**src/rtl/core/lmts_pkg.sv**
```systemverilog
// Package for the LFSR memory test sequencer.
// Holds field widths, codes, result structs and the LFSR step function.
// No dependencies.
package lmts_pkg;

  localparam int WORD_ADDR_WIDTH_DEF = 29;
  localparam int ADDR_OUT_W          = 29;
  localparam int KEY_W               = 64;
  localparam int BLOCK_W             = 17;
  localparam int LAG_W               = 8;
  localparam int MEM_W               = 33;
  localparam int CFG_IDX_W           = 2;
  localparam int CFG_DATA_W          = 33;
  localparam int OUT_TDATA_W         = 160;
  localparam int OUT_TUSER_W         = 3;

  localparam logic [BLOCK_W-1:0] BLOCK_WORDS_RST = BLOCK_W'(1024 * 16);
  localparam logic [LAG_W-1:0]   VERIFY_LAG_RST  = LAG_W'(16);
  localparam logic [MEM_W-1:0]   MEM_SIZE_RST    = MEM_W'(64'h4000_0000);
  localparam logic [MEM_W-1:0]   MEM_GUARD       = MEM_W'(8'h0f);

  localparam logic [CFG_IDX_W-1:0] CFG_BLOCK_WORDS = 2'd0;
  localparam logic [CFG_IDX_W-1:0] CFG_VERIFY_LAG  = 2'd1;
  localparam logic [CFG_IDX_W-1:0] CFG_MEM_SIZE    = 2'd2;

  localparam logic OP_SLOT   = 1'b0;
  localparam logic OP_RETURN = 1'b1;

  localparam logic [1:0] ACC_NONE  = 2'd0;
  localparam logic [1:0] ACC_WRITE = 2'd1;
  localparam logic [1:0] ACC_READ  = 2'd2;

  localparam logic [1:0] STOP_RUN      = 2'd0;
  localparam logic [1:0] STOP_END      = 2'd1;
  localparam logic [1:0] STOP_MISMATCH = 2'd2;

  typedef struct packed {
    logic [1:0]            kind;
    logic                  end_hit;
    logic [ADDR_OUT_W-1:0] addr;
    logic [KEY_W-1:0]      data;
  } issue_res_t;

  typedef struct packed {
    logic                  active;
    logic                  mismatch;
    logic [ADDR_OUT_W-1:0] addr;
    logic [KEY_W-1:0]      key;
  } check_res_t;

  // One step of the x^64+x^63+x^61+x^60 sequence with inverted feedback.
  function automatic logic [KEY_W-1:0] lfsr_next(input logic [KEY_W-1:0] d);
    logic fb;
    fb = ~(d[0] ^ d[1] ^ d[3] ^ d[4]);
    return {fb, d[KEY_W-1:1]};
  endfunction

  function automatic logic [BLOCK_W:0] block_len(input logic [BLOCK_W-1:0] bw);
    return (bw == '0) ? (BLOCK_W+1)'(1) : {1'b0, bw};
  endfunction

endpackage

```
**src/rtl/core/lmts_issue.sv**
```systemverilog
// Access slot sequencer: write pointer and key, read pointer, block and lag counts.
// Depends on lmts_pkg.
module lmts_issue import lmts_pkg::*; #(
  parameter int WORD_ADDR_WIDTH = WORD_ADDR_WIDTH_DEF
) (
  input  logic                       clk,
  input  logic                       rst,
  input  logic                       go,
  input  logic [BLOCK_W-1:0]         block_words,
  input  logic [LAG_W-1:0]           verify_lag,
  input  logic [MEM_W-1:0]           limit,
  output issue_res_t                 res,
  output logic [WORD_ADDR_WIDTH-1:0] read_pointer
);

  localparam int CmpW = (WORD_ADDR_WIDTH + 3 > MEM_W) ? WORD_ADDR_WIDTH + 3 : MEM_W;

  logic [WORD_ADDR_WIDTH-1:0] write_pointer;
  logic [KEY_W-1:0]           write_key;
  logic [BLOCK_W-1:0]         issue_count;
  logic [LAG_W-1:0]           lag_count;
  logic                       reading;

  logic [BLOCK_W:0]  count_inc;
  logic              block_end;
  logic [LAG_W-1:0]  lag_inc;
  logic [CmpW-1:0]   byte_off;

  always_comb begin
    byte_off  = CmpW'({write_pointer, 3'b000});
    count_inc = {1'b0, issue_count} + (BLOCK_W+1)'(1);
    block_end = count_inc >= block_len(block_words);
    lag_inc   = (lag_count < verify_lag) ? lag_count + LAG_W'(1) : lag_count;
    res = '0;
    if (reading) begin
      res.kind = ACC_READ;
      res.addr = ADDR_OUT_W'(read_pointer);
    end else if (byte_off >= CmpW'(limit)) begin
      res.end_hit = 1'b1;
    end else begin
      res.kind = ACC_WRITE;
      res.addr = ADDR_OUT_W'(write_pointer);
      res.data = write_key;
    end
  end

  always_ff @(posedge clk) begin
    if (rst) begin
      write_pointer <= '0;
      write_key     <= '0;
      read_pointer  <= '0;
      issue_count   <= '0;
      lag_count     <= '0;
      reading       <= 1'b0;
    end else if (go && !res.end_hit) begin
      issue_count <= block_end ? '0 : count_inc[BLOCK_W-1:0];
      if (reading) begin
        read_pointer <= read_pointer + WORD_ADDR_WIDTH'(1);
        if (block_end) begin
          reading <= 1'b0;
        end
      end else begin
        write_pointer <= write_pointer + WORD_ADDR_WIDTH'(1);
        write_key     <= lfsr_next(write_key);
        if (block_end) begin
          lag_count <= lag_inc;
          if (lag_inc == verify_lag) begin
            reading <= 1'b1;
          end
        end
      end
    end
  end

endmodule

```
**src/rtl/core/lmts_check.sv**
```systemverilog
// Read data checker: compare pointer and expected key sequence.
// Depends on lmts_pkg.
module lmts_check import lmts_pkg::*; #(
  parameter int WORD_ADDR_WIDTH = WORD_ADDR_WIDTH_DEF
) (
  input  logic                       clk,
  input  logic                       rst,
  input  logic                       go,
  input  logic [WORD_ADDR_WIDTH-1:0] read_pointer,
  input  logic [KEY_W-1:0]           read_data,
  output check_res_t                 res
);

  logic [WORD_ADDR_WIDTH-1:0] compare_pointer;
  logic [KEY_W-1:0]           compare_key;

  always_comb begin
    res          = '0;
    res.active   = compare_pointer != read_pointer;
    res.mismatch = read_data != compare_key;
    res.addr     = ADDR_OUT_W'(compare_pointer);
    res.key      = compare_key;
  end

  always_ff @(posedge clk) begin
    if (rst) begin
      compare_pointer <= '0;
      compare_key     <= '0;
    end else if (go && res.active && !res.mismatch) begin
      compare_pointer <= compare_pointer + WORD_ADDR_WIDTH'(1);
      compare_key     <= lfsr_next(compare_key);
    end
  end

endmodule

```
**src/rtl/core/lfsr_memory_test_sequencer_unit.sv**
```systemverilog
// Top level of the LFSR memory test sequencer: stream ports, configuration and stop state.
// Depends on lmts_pkg, lmts_issue and lmts_check.
// Each input item yields exactly one result item. An item waits in the input register,
// where the slot sequencer or the checker works on it and updates its state as it moves
// on, and then sits in the result register until it is taken, so the block takes one
// item per cycle while the result side is not stalled. The sustained rate is set
// by the single state update per item in the sequencer and checker; a stall on the
// result side holds the input side only once both registers are full.
module lfsr_memory_test_sequencer_unit import lmts_pkg::*; #(
  parameter int WORD_ADDR_WIDTH = WORD_ADDR_WIDTH_DEF
) (
  input  logic                   clk,
  input  logic                   rst,
  input  logic                   s_tvalid,
  output logic                   s_tready,
  input  logic [KEY_W-1:0]       s_tdata,   // read_data
  input  logic                   s_tuser,   // opcode
  output logic                   m_tvalid,
  input  logic                   m_tready,
  // word_address, write_data, mismatch, expected_key, stop_status
  output logic [OUT_TDATA_W-1:0] m_tdata,
  output logic [OUT_TUSER_W-1:0] m_tuser,   // access_kind, check_valid
  input  logic                   cfg_we,
  input  logic [CFG_IDX_W-1:0]   cfg_index,
  input  logic [CFG_DATA_W-1:0]  cfg_data
);

  logic [BLOCK_W-1:0] block_words;
  logic [LAG_W-1:0]   verify_lag;
  logic [MEM_W-1:0]   limit;

  logic               in_valid;
  logic               in_opcode;
  logic [KEY_W-1:0]   in_data;
  logic [1:0]         stop_reason;
  logic [1:0]         stop_reason_next;

  logic               advance;
  logic               issue_go;
  logic               check_go;
  issue_res_t         issue_res;
  check_res_t         check_res;
  logic [WORD_ADDR_WIDTH-1:0] read_pointer;

  logic [1:0]            r_kind;
  logic [ADDR_OUT_W-1:0] r_addr;
  logic [KEY_W-1:0]      r_wdata;
  logic                  r_check;
  logic                  r_mismatch;
  logic [KEY_W-1:0]      r_key;

  assign advance  = in_valid && (!m_tvalid || m_tready);
  assign s_tready = !in_valid || advance;
  assign issue_go = advance && (in_opcode == OP_SLOT) && (stop_reason == STOP_RUN);
  assign check_go = advance && (in_opcode == OP_RETURN) && (stop_reason != STOP_MISMATCH);

  lmts_issue #(.WORD_ADDR_WIDTH(WORD_ADDR_WIDTH)) u_issue (
    .clk          (clk),
    .rst          (rst),
    .go           (issue_go),
    .block_words  (block_words),
    .verify_lag   (verify_lag),
    .limit        (limit),
    .res          (issue_res),
    .read_pointer (read_pointer)
  );

  lmts_check #(.WORD_ADDR_WIDTH(WORD_ADDR_WIDTH)) u_check (
    .clk          (clk),
    .rst          (rst),
    .go           (check_go),
    .read_pointer (read_pointer),
    .read_data    (in_data),
    .res          (check_res)
  );

  always_comb begin
    stop_reason_next = stop_reason;
    r_kind     = ACC_NONE;
    r_addr     = '0;
    r_wdata    = '0;
    r_check    = 1'b0;
    r_mismatch = 1'b0;
    r_key      = '0;
    if (issue_go) begin
      r_kind  = issue_res.kind;
      r_addr  = issue_res.addr;
      r_wdata = issue_res.data;
      if (issue_res.end_hit) begin
        stop_reason_next = STOP_END;
      end
    end else if (check_go && check_res.active) begin
      r_addr     = check_res.addr;
      r_check    = 1'b1;
      r_mismatch = check_res.mismatch;
      r_key      = check_res.key;
      if (check_res.mismatch) begin
        stop_reason_next = STOP_MISMATCH;
      end
    end
  end

  always_ff @(posedge clk) begin
    if (rst) begin
      block_words <= BLOCK_WORDS_RST;
      verify_lag  <= VERIFY_LAG_RST;
      limit       <= MEM_SIZE_RST - MEM_GUARD;
      in_valid    <= 1'b0;
      m_tvalid    <= 1'b0;
      stop_reason <= STOP_RUN;
    end else begin
      if (cfg_we) begin
        case (cfg_index)
          CFG_BLOCK_WORDS: block_words <= cfg_data[BLOCK_W-1:0];
          CFG_VERIFY_LAG:  verify_lag  <= cfg_data[LAG_W-1:0];
          CFG_MEM_SIZE:    limit <= (cfg_data[MEM_W-1:0] >= MEM_GUARD)
                                    ? cfg_data[MEM_W-1:0] - MEM_GUARD : '0;
          default: ;
        endcase
      end
      if (s_tready) begin
        in_valid <= s_tvalid;
      end
      if (advance) begin
        m_tvalid    <= 1'b1;
        stop_reason <= stop_reason_next;
      end else if (m_tready) begin
        m_tvalid <= 1'b0;
      end
    end
  end

  always_ff @(posedge clk) begin
    if (s_tready && s_tvalid) begin
      in_opcode <= s_tuser;
      in_data   <= s_tdata;
    end
    if (advance) begin
      m_tdata <= {stop_reason_next, r_key, r_mismatch, r_wdata, r_addr};
      m_tuser <= {r_check, r_kind};
    end
  end

endmodule

```
**config.mk**
```make
export PLATFORM = sky130hd
export DESIGN_NAME = lfsr_memory_test_sequencer_unit
export DESIGN_NICKNAME = d
export VERILOG_FILES = /design/src/rtl/core/lmts_pkg.sv /design/src/rtl/core/lmts_issue.sv /design/src/rtl/core/lmts_check.sv /design/src/rtl/core/lfsr_memory_test_sequencer_unit.sv
export SDC_FILE = /design/constraint.sdc
export NUM_CORES = 1
export LEC_CHECK = 0
export ABC_CLOCK_PERIOD_IN_PS = 4000
export BUFFER_PORTS_ARGS = -buffer_cell sky130_fd_sc_hd__buf_2
export CORE_MARGIN = 4
export CORE_UTILIZATION = 53
export DETAILED_ROUTE_END_ITERATION = 10
export GPL_ROUTABILITY_DRIVEN = 0
export PLACE_DENSITY = 0.87
export SLEW_MARGIN = 5
export SYNTH_ARGS = -nofsm -noshare
export SYNTH_HDL_FRONTEND = slang
export SYNTH_HIERARCHICAL = 1
export SYNTH_SLANG_ARGS = --single-unit
```
**constraint.sdc**
```tcl
create_clock -name clk -period 4 [get_ports clk]
set_input_delay 0.4 -clock clk [delete_from_list [all_inputs] [get_ports clk]]
set_output_delay 0.4 -clock clk [all_outputs]
set_load 0.01 [all_outputs]
```
---- Word-level counts from Yosys, hierarchy flattened ----
Cells that the tools add are included.
storage, ports and cells
  word-level logic and storage cells ...... 101
  output and inout bits ................... 165
  bits in registers ....................... 531
  bits of input ports ..................... 105
operators by class
  reductions and logical operators ........ 28
  $add $sub $neg .......................... 6
  equality and inequality tests ........... 6
  bitwise gates (word level) .............. 12
  muxes and demuxes ....................... 23
  magnitude comparators ................... 4
operator list
  kind                                                                count
  two-way mux 93 bit                                                  1
  adder 29 x 1 -> 29 bit, second input constant                       3
  two-way mux 29 bit                                                  3
  inequality test 64 bit                                              1
  two-way mux 17 bit                                                  2
  greater-or-equal comparator 32 x 33 -> 1 bit                        1
  greater-or-equal comparator 33 x 4 -> 1 bit, second input constant  1
  two-way mux 33 bit                                                  1
  subtractor 33 x 4 -> 33 bit, second input constant                  1
  inequality test 29 bit                                              1
  adder 17 x 1 -> 18 bit, second input constant                       1
  greater-or-equal comparator 18 bit                                  1
  zero test 17 bit                                                    1
  two-way mux 1 bit                                                   10
  two-way mux 2 bit                                                   5
  AND reduction 2 bit                                                 5
  logical AND 1 bit                                                   9
  adder 8 x 1 -> 8 bit, second input constant                         1
  equality test 8 bit                                                 1
  less-than comparator 8 bit                                          1
  two-way mux 8 bit                                                   1
  NOT 1 bit                                                           6
  XOR 1 bit                                                           6
  zero test 1 bit                                                     4
  other kinds (9)                                                     12

---- Logic depth before layout (Yosys ltp) ----
  depth in word-level cells ............... 8
  depth in mapped cells ................... 16
  gate-level depth less buffers ........... 14

---- Modules after synthesis ----
Netlist, hierarchy kept.
modules (own cells, without submodules)
  module                           times used  area an instance (um^2)  seq. area each (um^2)  cells each
  lfsr_memory_test_sequencer_unit  1           10785.3                  8087.8                 746
  lmts_issue                       1           8688.3                   2962.8                 1137
  lmts_check                       1           5108.6                   1861.8                 534

---- Worst setup path after synthesis ----
No wires, ideal clock.
  path type ............................... flip-flop to flip-flop
  start ................................... register m_tvalid
  end ..................................... register m_tdata[0], enable pin
  arrival ................................. 3.824 ns
  clock period less this slack ............ 4.339 ns
  required time ........................... 3.485 ns
  path buffers ............................ 0
  slack ................................... -0.339 ns
  cell stages (with the launch flop) ...... 4
  setup time .............................. 0.515 ns
  cell sequence ........................... dfxtp_1 -> nor2b_1 -> nand2b_1 -> inv_1
on the way
  word-level cells in the longest chain between the ends .. 3
RTL lines
  item                    line                                    source
  from (decl)             lfsr_memory_test_sequencer_unit.sv:18   output logic m_tvalid,
  from (signal assigned)  lfsr_memory_test_sequencer_unit.sv:109  m_tvalid <= 1'b0;
  from (signal assigned)  lfsr_memory_test_sequencer_unit.sv:125  m_tvalid <= 1'b1;
  from (signal assigned)  lfsr_memory_test_sequencer_unit.sv:128  m_tvalid <= 1'b0;
  zero test 1 bit         lfsr_memory_test_sequencer_unit.sv:52   assign advance = in_valid && (!m_tvalid || m_tready);
  logical OR 1 bit        lfsr_memory_test_sequencer_unit.sv:52
  logical AND 1 bit       lfsr_memory_test_sequencer_unit.sv:52
  via advance             lfsr_memory_test_sequencer_unit.sv:38   logic advance;
  to (signal assigned)    lfsr_memory_test_sequencer_unit.sv:139  m_tdata <= {stop_reason_next, r_key, r_mismatch, r_wdata, r_addr};
  to (decl)               lfsr_memory_test_sequencer_unit.sv:21   output logic [OUT_TDATA_W-1:0] m_tdata,
The timed path passes the listed nets, and every way through them passes these cells.
A chain may end at the register's enable or synchronous reset.

---- Worst setup path in the final report ----
  start ................................... register u_issue.issue_count[4]
  end ..................................... register u_issue.lag_count[2]
on the way
  word-level cells in the longest chain between the ends .. 3
RTL lines
  item                                line              source
  from (decl)                         lmts_issue.sv:20  logic [BLOCK_W-1:0] issue_count;
  from (signal assigned)              lmts_issue.sv:56  issue_count <= block_end ? '0 : count_inc[BLOCK_W-1:0];
  adder 17 x 1 -> 18 bit              lmts_issue.sv:31  count_inc = {1'b0, issue_count} + (BLOCK_W+1)'(1);
  greater-or-equal comparator 18 bit  lmts_issue.sv:32  block_end = count_inc >= block_len(block_words);
  AND reduction 3 bit (no line)       n/a
  to (signal assigned)                lmts_issue.sv:66  lag_count <= lag_inc;
  to (decl)                           lmts_issue.sv:21  logic [LAG_W-1:0] lag_count;
Every way passes these cells.

==> out/results.txt <==
status: finished clean
slowest stage delay, CP: 0.55 ns
Synth Register Bits: 531
Cell Area, Placed: 26,400 µm²
Vias/cell: 5.87
initial antenna violation count: 2
largest net degree at the start of global routing: 188
IO Pins: 270
clock buffer depth: 3
Site Rows: 78
critical path data required time: 4.51 ns
r2r worst-path depth: 13
die height: 223 µm
Lkg Pwr: 11.2 nW
die width: 223 µm
cell chosen for the clock root: clkbuf_16
CP Launch Type: flop
Vias: 19,700
worst slack at placement: 0.129 ns
area grow syn2layout: 17.9%
hold_ws: 0.0441 ns
WP buf/inv: 1
clk_skew: 0.0214 ns
CTS tree: yes
die footprint: 49,900 µm²
H-tree depth: 2
Syn Nets: 2,581
Antenna Nets Post-Route: 0
starting DRC count in detailed routing: 2,535
hold-critical path depth: 3
Clock Sinks: 531
count of pins over their slew limit: 0
Core Util, Final: 0.636
setup TNS: 0 ns
worst skew pair latency: 0.61 ns
DR pass1 iterations: 6
Initial Util: 0.539
YS warnings: 6
maximum VDD drop: 0.371 mV
CP Class: reg -> reg
sequential-to-total area share from yosys stat: 0.525
GRT Total Usage: 0.257
grt ovf: 0
CTS Buf Count: 53
CP max FO: 23
DRC viols: 0
Final Cycle Share: 0.976
worst setup margin: 0.0974 ns
Critical-path top delay cell: or4_1
Power, Total: 11.8 mW
final net count: 2,866
Slew headroom: 0.176
final cell count without fillers: 3,349
Setup crit end kind: flop
min cycle time layout: 3.90 ns
syn avg cell area: 10.2 µm²
Inst Count DP: 3,182
Final Hold Viols: 0
Distinct cells, synth: 72
asr flop ratio synth: 0
DR WL/cell: 19.9 µm
pwr dens: 408 nW/µm²
Worst Max-Slew Pin Slew: 1.23 ns
Synth Cell Area: 24,600 µm²
HP Class: in -> reg
Maximum Capacitance Violations: 0
path length in cells of the critical path: 13
Main synth FF type: dfxtp_1
Gate Count Post-Synth: 2,417
setup violators final: 0
Peak Freq: 0.256 GHz
Critical Path, Cell by Cell: nand3_1 -> or2_2 -> or4_1 -> xnor2_1 -> ha_1 -> nand4_1 -> o41ai_2 -> a21oi_1 -> o311ai_2 -> nor2_1 -> buf_6 -> or4_1 -> a21oi_1
Top delay family on crit path: simple AND/OR/NAND/NOR gates
first-pass GRT wire length: 104,000 µm
CORE AREA: 45,600 µm²
total wire length: 66,700 µm
number of global-route vias before repair: 19,200
layout cells sized above 1: 0.160
clock-pin transition on the worst setup and hold timing paths: 0.06 ns
cell area after layout: 29,000 µm²
EDFF count, synth: 228
I/O Buffers: 269
Critical Path AT: 4.41 ns
Post-DP HPWL: 43,300 µm
## cell usage in the layout (no fill, tap or decap), types with 86 or more instances in the layout
cell	count
nor2_1	94
edfxtp_1	228
dfxtp_1	300
nand2_1	236
and2_1	203
xnor2_1	118
buf_2	268
a21oi_1	198
inv_1	86
## report_power, final
group	internal (mW)	total (mW)	switching [mW]	leakage, nW
clock network	3.13	5.33	2.20	0.937
registers	5.80	5.87	0.0749	4.54
logic	0.247	0.645	0.398	5.67
total	9.17	11.8	2.67	11.2
## cell usage after synthesis, types with 9 or more instances
| master | number | area, µm² |
|---|---|---|
| o21ai_0 | 64 | 320 |
| nor2b_1 | 24 | 150 |
| and2_1 | 205 | 1280 |
| o21ai_1 | 10 | 50.1 |
| nand3b_1 | 9 | 67.6 |
| nor3_1 | 24 | 120 |
| nand2_1 | 237 | 890 |
| dfxtp_1 | 303 | 6070 |
| or3_1 | 36 | 225 |
| mux2_2 | 14 | 158 |
| nor4_1 | 36 | 225 |
| nand2b_1 | 75 | 469 |
| a21oi_1 | 198 | 991 |
| or4_1 | 41 | 308 |
| buf_2 | 10 | 50.1 |
| edfxtp_1 | 228 | 6850 |
| clkbuf_1 | 112 | 420 |
| nor2_1 | 95 | 357 |
| and3_1 | 12 | 75.1 |
| xnor2_1 | 118 | 1030 |
| ha_1 | 59 | 738 |
| xor2_1 | 60 | 526 |
| nand4_1 | 59 | 369 |
| a22o_1 | 59 | 517 |
| o31ai_1 | 29 | 218 |
| nand3_1 | 48 | 240 |
| inv_1 | 87 | 327 |
| mux2i_1 | 75 | 751 |
## flip-flops by register name, summed over array words and instances (netlist names)
name,flops
m_tdata,160
in_data,64
u_check/compare_key,64
u_issue/write_key,64
limit,33
u_check/compare_pointer,29
u_issue/read_pointer,29
u_issue/write_pointer,29
block_words,17
u_issue/issue_count,17
u_issue/lag_count,8
verify_lag,8
m_tuser,3
stop_reason,2
in_opcode,1
in_valid,1
m_tvalid,1
u_issue/reading,1
## metal layers
layer | vias up | global-route usage | part of all wire
met3 | 216 | 0.0413 | 0.085
li1 | 9109 | - | -
met4 | 0 | 0.130 | 0.054
met5 | - | 0 | 0
met1 | 9360 | 0.330 | 0.38
met2 | 968 | 0.424 | 0.48
## cell type report
class / instances / area (µm²)
Antenna cell: 2 / 5.00
Clock buffer: 70 / 1500
Clock inverter: 30 / 395
Fill cell: 3392 / 16600
Inverter: 87 / 330
Multi-Input combinational cell: 1666 / 10800
Sequential cell: 531 / 12900
Tap cell: 600 / 751
Timing Repair Buffer: 363 / 2260
## worst paths after layout
path                                            end                                 from  slack, ns
setup / recovery  u_issue/lag_count[2]$_SDFFE_PP0P_  u_issue/issue_count[4]$_SDFFE_PP0P_        0.1
hold / removal                in_valid$_SDFFE_PP0N_                             s_tvalid       0.04
setup reg to reg  u_issue/lag_count[2]$_SDFFE_PP0P_  u_issue/issue_count[4]$_SDFFE_PP0P_        0.1
hold reg to reg   u_issue/write_key[5]$_SDFFE_PP0P_    u_issue/write_key[6]$_SDFFE_PP0P_       0.45
## what timing repair did
action / CTS / global route
setup endpoints to repair: 0 / 12
hold buffers: 65 / 0
setup buffers: 0 / 0
resized for setup: 0 / 10
endpoints found under the hold margin: 65 / 0
## worst register-to-register path, cell delays in order (launching register included)
cell,delay (ns)
dfxtp_1,0.39
nand3_1,0.14
or2_2,0.33
or4_1,0.55
xnor2_1,0.17
ha_1,0.32
nand4_1,0.21
o41ai_2,0.41
a21oi_1,0.14
o311ai_2,0.13
nor2_1,0.13
buf_6,0.21
or4_1,0.52
a21oi_1,0.17
## cell families after synthesis
kind of cell / share of synthesized area
AO/OA/AOI/OAI: 0.0978
XOR/XNOR: 0.0634
adder cells (fa/ha/maj): 0.0300
buffers and inverters: 0.0365
flip-flops: 0.525
multiplexers: 0.0370
AND/OR/NAND/NOR: 0.210
Note: power is estimated with default switching activity, not from simulation.
